==> src/design/pzp_pkg.sv <==
// ----------------------------------------------------------------------------
// pzp_pkg
// Shared types and constants for the parallactic zenith projection block.
// ----------------------------------------------------------------------------
package pzp_pkg;

  // Angle fields are fractions of a turn
  localparam int ANGLE_BITS = 32;
  // Angles are placed at the top of a 64-bit turn fraction
  localparam int TURN_BITS  = 64;
  localparam int OUT_BITS   = 32;
  // Quotient bits resolved by the divider chain (results stay below 2^33)
  localparam int QUOT_BITS  = 33;
  // Latency of one sine/cosine unit in register stages
  localparam int SC_LAT     = 15;

  localparam logic [31:0] HALF_PI_Q31 = 32'hC90F_DAA2;
  localparam logic [31:0] ONE_Q31     = 32'h8000_0000;

  // Horner divisors, innermost term first
  localparam int SIN_STEPS = 5;
  localparam int COS_STEPS = 6;
  localparam int SIN_DIVS [SIN_STEPS] = '{110, 72, 42, 20, 6};
  localparam int COS_DIVS [COS_STEPS] = '{132, 90, 56, 30, 12, 2};

  // Quadrant codes of a turn
  localparam logic [1:0] QUAD_0 = 2'd0;
  localparam logic [1:0] QUAD_1 = 2'd1;
  localparam logic [1:0] QUAD_2 = 2'd2;

  typedef struct packed {
    logic        [ANGLE_BITS-1:0] ra_center;
    logic signed [ANGLE_BITS-1:0] dec_center;
    logic        [ANGLE_BITS-1:0] local_sidereal;
  } pzp_in_t;

  typedef struct packed {
    logic signed [OUT_BITS-1:0] xi;
    logic signed [OUT_BITS-1:0] eta;
    logic                       below_horizon;
    logic                       saturated;
  } pzp_out_t;

endpackage

==> src/design/pzp_div_cell.sv <==
// ----------------------------------------------------------------------------
// pzp_div_cell
// One restoring division step: resolves quotient bit SHIFT, one stage.
// ----------------------------------------------------------------------------
module pzp_div_cell #(
  parameter int NUM_W = 87,
  parameter int DEN_W = 63,
  parameter int SHIFT = 0
) (
  input  logic                          clk,
  input  logic                          en,
  input  logic [NUM_W-1:0]              rem_i,
  input  logic [DEN_W-1:0]              den_i,
  input  logic [pzp_pkg::QUOT_BITS-1:0] quo_i,
  output logic [NUM_W-1:0]              rem_o,
  output logic [DEN_W-1:0]              den_o,
  output logic [pzp_pkg::QUOT_BITS-1:0] quo_o
);
  import pzp_pkg::*;

  logic [NUM_W-1:0]     den_w;
  logic                 ge;
  logic [QUOT_BITS-1:0] quo_next;

  // Compare the remainder against the divisor at this bit weight
  assign den_w = {{(NUM_W-DEN_W){1'b0}}, den_i};
  assign ge    = (rem_i >> SHIFT) >= den_w;

  always_comb begin
    quo_next        = quo_i;
    quo_next[SHIFT] = ge;
  end

  always_ff @(posedge clk) begin
    if (en) begin
      rem_o <= ge ? rem_i - (den_w << SHIFT) : rem_i;
      den_o <= den_i;
      quo_o <= quo_next;
    end
  end

endmodule

==> config.mk <==
export PLATFORM = sky130hd
export DESIGN_NAME = pzp_div_cell
export DESIGN_NICKNAME = d
export VERILOG_FILES = /design/src/design/pzp_pkg.sv /design/src/design/pzp_div_cell.sv
export SDC_FILE = /design/constraint.sdc
export NUM_CORES = 1
export LEC_CHECK = 0
export BUFFER_PORTS_ARGS = -buffer_cell sky130_fd_sc_hd__buf_2
export CAP_MARGIN = 10
export CORE_ASPECT_RATIO = 0.9
export CORE_UTILIZATION = 45
export CTS_CLUSTER_SIZE = 10
export DETAILED_ROUTE_END_ITERATION = 16
export GPL_TIMING_DRIVEN = 0
export PLACE_DENSITY = 0.72
export SETUP_SLACK_MARGIN = 0.15
export SYNTH_ARGS = -nofsm -noshare
export SYNTH_HDL_FRONTEND = slang
export SYNTH_SLANG_ARGS = --single-unit
==> constraint.sdc <==
create_clock -name clk -period 9.45 [get_ports clk]
set_clock_uncertainty 0.15 [all_clocks]
set_input_delay 2.835 -clock clk [delete_from_list [all_inputs] [get_ports clk]]
set_output_delay 2.835 -clock clk [all_outputs]
set_load 0.02 [all_outputs]
== Yosys cells after proc, flatten, opt, wreduce, memory -nomap -nowiden ==
Index checks and enable logic that the tools add are counted.
Storage, ports and cells
  register bits after elaboration: 183
  bits of input ports: 185
  output and inout bits: 183
  logic and storage cells: 6
Operators by class
  order comparisons: 1
  multiplexer cells: 1
  add/subtract/negate cells: 1
Operator list (number)
  87-bit by 63-bit >= comparator with 1-bit output: 1
  87-bit two-way mux: 1
  87-bit by 63-bit subtractor with 87-bit output: 1

== Longest topological paths before layout ==
  word-level depth: 2
  depth in mapped cells: 17
  mapped depth without buffers: 14

== Worst setup path before layout ==
OpenSTA, ideal clock, no wires.
  kind: input port to flip-flop
  start point: input rem_i[0]
  end point: register rem_o[76] (data pin)
  stages on the path: 14
  library setup time: 0.258 ns
  path slack: 3.427 ns
  arrival time: 5.615 ns
  data required time: 9.042 ns
  cell sequence: inv_1 ha_1 inv_1 fa_1 a21o_1 a311o_1 nand3_1 nand3_1 a21oi_1 o211ai_1 and3_1 a2111oi_4 nand2_1 xnor2_1
Between the ends
  longest elaborated chain between the ends: 2
  elaborated cells between the ends (all ways): 3
  those cells by class: add/sub (1); order compare (1); mux (1)
RTL lines
  start, declared: line pzp_div_cell.sv:12  | input logic [NUM_W-1:0] rem_i,
  87-bit by 63-bit subtractor with 87-bit output / 87-bit by 63-bit >= comparator with 1-bit output (equally long branches): line pzp_div_cell.sv:36, pzp_div_cell.sv:27
  87-bit two-way mux *: line pzp_div_cell.sv:36  | rem_o <= ge ? rem_i - (den_w << SHIFT) : rem_i;
  end signal, assigned: line pzp_div_cell.sv:36
  end, declared: line pzp_div_cell.sv:15  | output logic [NUM_W-1:0] rem_o,
Mark *: on every way between the ends. The rest lies on a longest branch, timed or not.
A chain may end at the register's enable or synchronous reset.

== Worst setup path after layout ==
  start point: input rem_i[0]
  end point: register rem_o[86] (data pin)
Same word-level chain as after synthesis.

==> impl_metrics.env <==
export IMPL_synth_edf_count=183
export IMPL_post_cts_resized=0
export IMPL_worst_pin_slew_ns=0.724
export IMPL_start_util=0.462
export IMPL_totalWireLength_mm=34.5
export IMPL_grt_use_total=0.266
export IMPL_port_buffers=366
export IMPL_cts_setup_buffers=0
export IMPL_post_route_min_period_ns=6.63
export IMPL_antenna_found_initial=1
export IMPL_drive_above_1_share=0.298
export IMPL_fp_dieW_um=169
export IMPL_synthesis_nets=1363
export IMPL_report_final_slew_viol_count=0
export IMPL_cts_buffers=17
export IMPL_holdBufCountCts=0
export IMPL_synth_cell_types=74
export IMPL_critPathKind="input port to flip-flop"
export IMPL_wire_per_inst_um=18.7
export IMPL_p_per_area_nw_per_um2=170
export IMPL_drc=0
export IMPL_fp_dieH_um=152
export IMPL_slew_headroom=0.513
export IMPL_fmax_ghz=0.151
export IMPL_area_growth_pct=25.7
export IMPL_ys_flop_type="edfxtp_1"
export IMPL_htreeDepth=4
export IMPL_utilization=0.580
export IMPL_gp_congestion=0.948
export IMPL_syn_cell_area_um2=11300
export IMPL_status="finished, final reports clean"
export IMPL_syn_instance_count=1114
export IMPL_maxCapViolations=0
export IMPL_clk_pin_slew_worst_paths_ns=0.08
export IMPL_crit_path_end_kind="flip-flop"
export IMPL_crit_path_top_delay_cell="a21oi_1"
export IMPL_clk_path_buf_depth=2
export IMPL_p_leak_nw=6.16
export IMPL_yosys_warnings=0
export IMPL_clockRootBuffer="clkbuf_16"
export IMPL_grt_pass1_wl_mm=52.6
export IMPL_cts_tree="built"
export IMPL_drt_initial_drc_count=737
export IMPL_synth_area_per_cell_um2=10.1
export IMPL_rows=54
export IMPL_via_per_inst=5.46
export IMPL_crit_required_ns=9.48
export IMPL_crit_path_start_kind="input port"
export IMPL_cp_cell_sequence="buf_2, inv_1, ha_1, inv_1, fa_1, a21o_1, a311o_1, nand3_1, nand3_1, a21oi_1, o211ai_1, and3_1, a2111oi_4, nand2_1, xnor2_1"
export IMPL_layout_nets=1749
export IMPL_async_flop_share=0
export IMPL_hold_path_class="input port to flip-flop"
export IMPL_clock_sinks=183
export IMPL_place_hpwl_mm=27.1
export IMPL_crit_fanout=5
export IMPL_yosys_register_bits=183
export IMPL_arrival_ns=6.66
export IMPL_grt_max_degree=104
export IMPL_drtPass1Iterations=5
export IMPL_coreArea_um2=24400
export IMPL_fin_tns_setup_ns=0
export IMPL_synth_seq_area_share=0.488
export IMPL_grt_ovfl_total=0
export IMPL_cpPeakStageDelay_ns=0.58
export IMPL_post_route_period_util=0.701
export IMPL_io_pins=368
export IMPL_first_global_vias=9586
export IMPL_final_hold_viol_count=0
export IMPL_peakVddDrop_v=0.000131
export IMPL_routed_via_count=10094
export IMPL_rsz0062_at_grt="no"
export IMPL_die_area_um2=25700
export IMPL_finalSetupViolCount=0
export IMPL_ant_nets=0
## metrics by stage
step           instance area, µm²  power, mW  hold slack (ns)  setup WS [ns]  std cells
3_3_place_gp                13500       1.67             2.86           2.44       1816
6_report                    14100       2.40             2.41           2.82       1850
3_5_place_dp                13500       1.68             2.86           2.39       1817
2_1_floorplan               11300       1.44             2.78           3.43       1114
5_1_grt                     14100       2.50             2.39           2.60       1850
4_1_cts                     14100       2.41             2.40           2.83       1849
## cell families (layout without fill, tap and decap cells)
logic type	Yosys count	after routing	share of synthesized area
other cells	0	1	0
mux	4	4	0.00500
buf+inv	140	539	0.0554
simple gates	344	344	0.149
fa+ha+maj	64	64	0.0718
flops	183	183	0.488
compound gates	297	297	0.167
xor+xnor	82	82	0.0638
## cell type report
cell class	count	area [µm²]
multi-input cells	791	5140
diodes	1	2.50
clock inverters	15	174
inverters	88	330
well taps	336	420
fillers	2189	10200
plain buffers	52	293
flip-flops and latches	183	5500
repair buffers	367	1870
clock buffers	17	425
## state kept, by name (all words and copies together), names as in the netlist
signal	flops
den_o	63
rem_o	87
quo_o	33
## cell usage after synthesis, drive strengths merged, types with 5 or more instances
master	count	area, µm²
o21a	6	45.0
buf	21	176
nand3	18	95.1
nand4	30	188
o2111ai	5	50.0
nor4	5	37.5
nand2	101	379
a21boi	6	45.0
or3	9	66.3
a21oi	125	656
clkbuf	31	116
xor2	36	315
nor3	25	135
o211ai	8	60.1
nor2	106	408
a31oi	9	56.3
o21bai	16	120
nand2b	11	68.8
o21ai	56	280
a211oi	10	85.1
nor2b	10	70.1
a21o	25	188
ha	63	788
a221oi	7	61.3
xnor2	46	403
edfxtp	183	5500
and2	7	43.8
inv	88	330
## critical path, delay by kind of cell
family / cells / cell delay, ns
XOR/XNOR: 1 / 0.18
AND/OR/NAND/NOR: 4 / 0.78
buffers and inverters: 3 / 0.21
AO/OA/AOI/OAI: 5 / 2.09
adder cells (fa/ha/maj): 2 / 0.56
## placed cells by master (no fill, tap or decap), drive strengths merged, types with 3 or more instances in the layout
cell type / instances
or3: 9
and3: 3
a21oi: 125
clkbuf: 48
inv: 97
nand4: 30
o21ai: 56
ha: 63
and2: 7
o21a: 6
clkinv: 6
nor4b: 3
nor4: 5
xnor2: 46
nand4b: 4
nand3: 18
nor3: 25
o21bai: 16
o211ai: 8
a31oi: 9
edfxtp: 183
xor2: 36
nor2b: 10
a211oi: 10
buf: 388
a211o: 3
mux2: 4
nor2: 106
a21boi: 6
nand2: 101
or4: 3
a21o: 25
o31ai: 3
a221oi: 7
nand2b: 11
o2111ai: 5
## routing by layer
| metal | share of wire | track usage | vias up |
|---|---|---|---|
| met5 | 0 | 0 | - |
| met4 | 0.013 | 0.0589 | 0 |
| met3 | 0.074 | 0.0471 | 32 |
| met2 | 0.47 | 0.437 | 459 |
| met1 | 0.45 | 0.366 | 4762 |
| li1 | - | - | 4841 |
## path summary, 6_finish.rpt
kind | from | to | slack, ns | cells past startpoint
setup / recovery | rem_i[0] | rem_o[86] | 2.82 | 15
hold / removal | quo_i[4] | quo_o[4] | 2.41 | 1
## power breakdown
| group | switching (mW) | total, mW | internal [mW] | leakage, nW |
|---|---|---|---|---|
| combinational | 0.414 | 0.644 | 0.229 | 4.07 |
| sequential | 0.0208 | 1.02 | 1.00 | 1.79 |
| clock | 0.373 | 0.732 | 0.360 | 0.292 |
| total | 0.808 | 2.40 | 1.59 | 6.16 |
No activity file was read; power rests on OpenSTA's default activity.
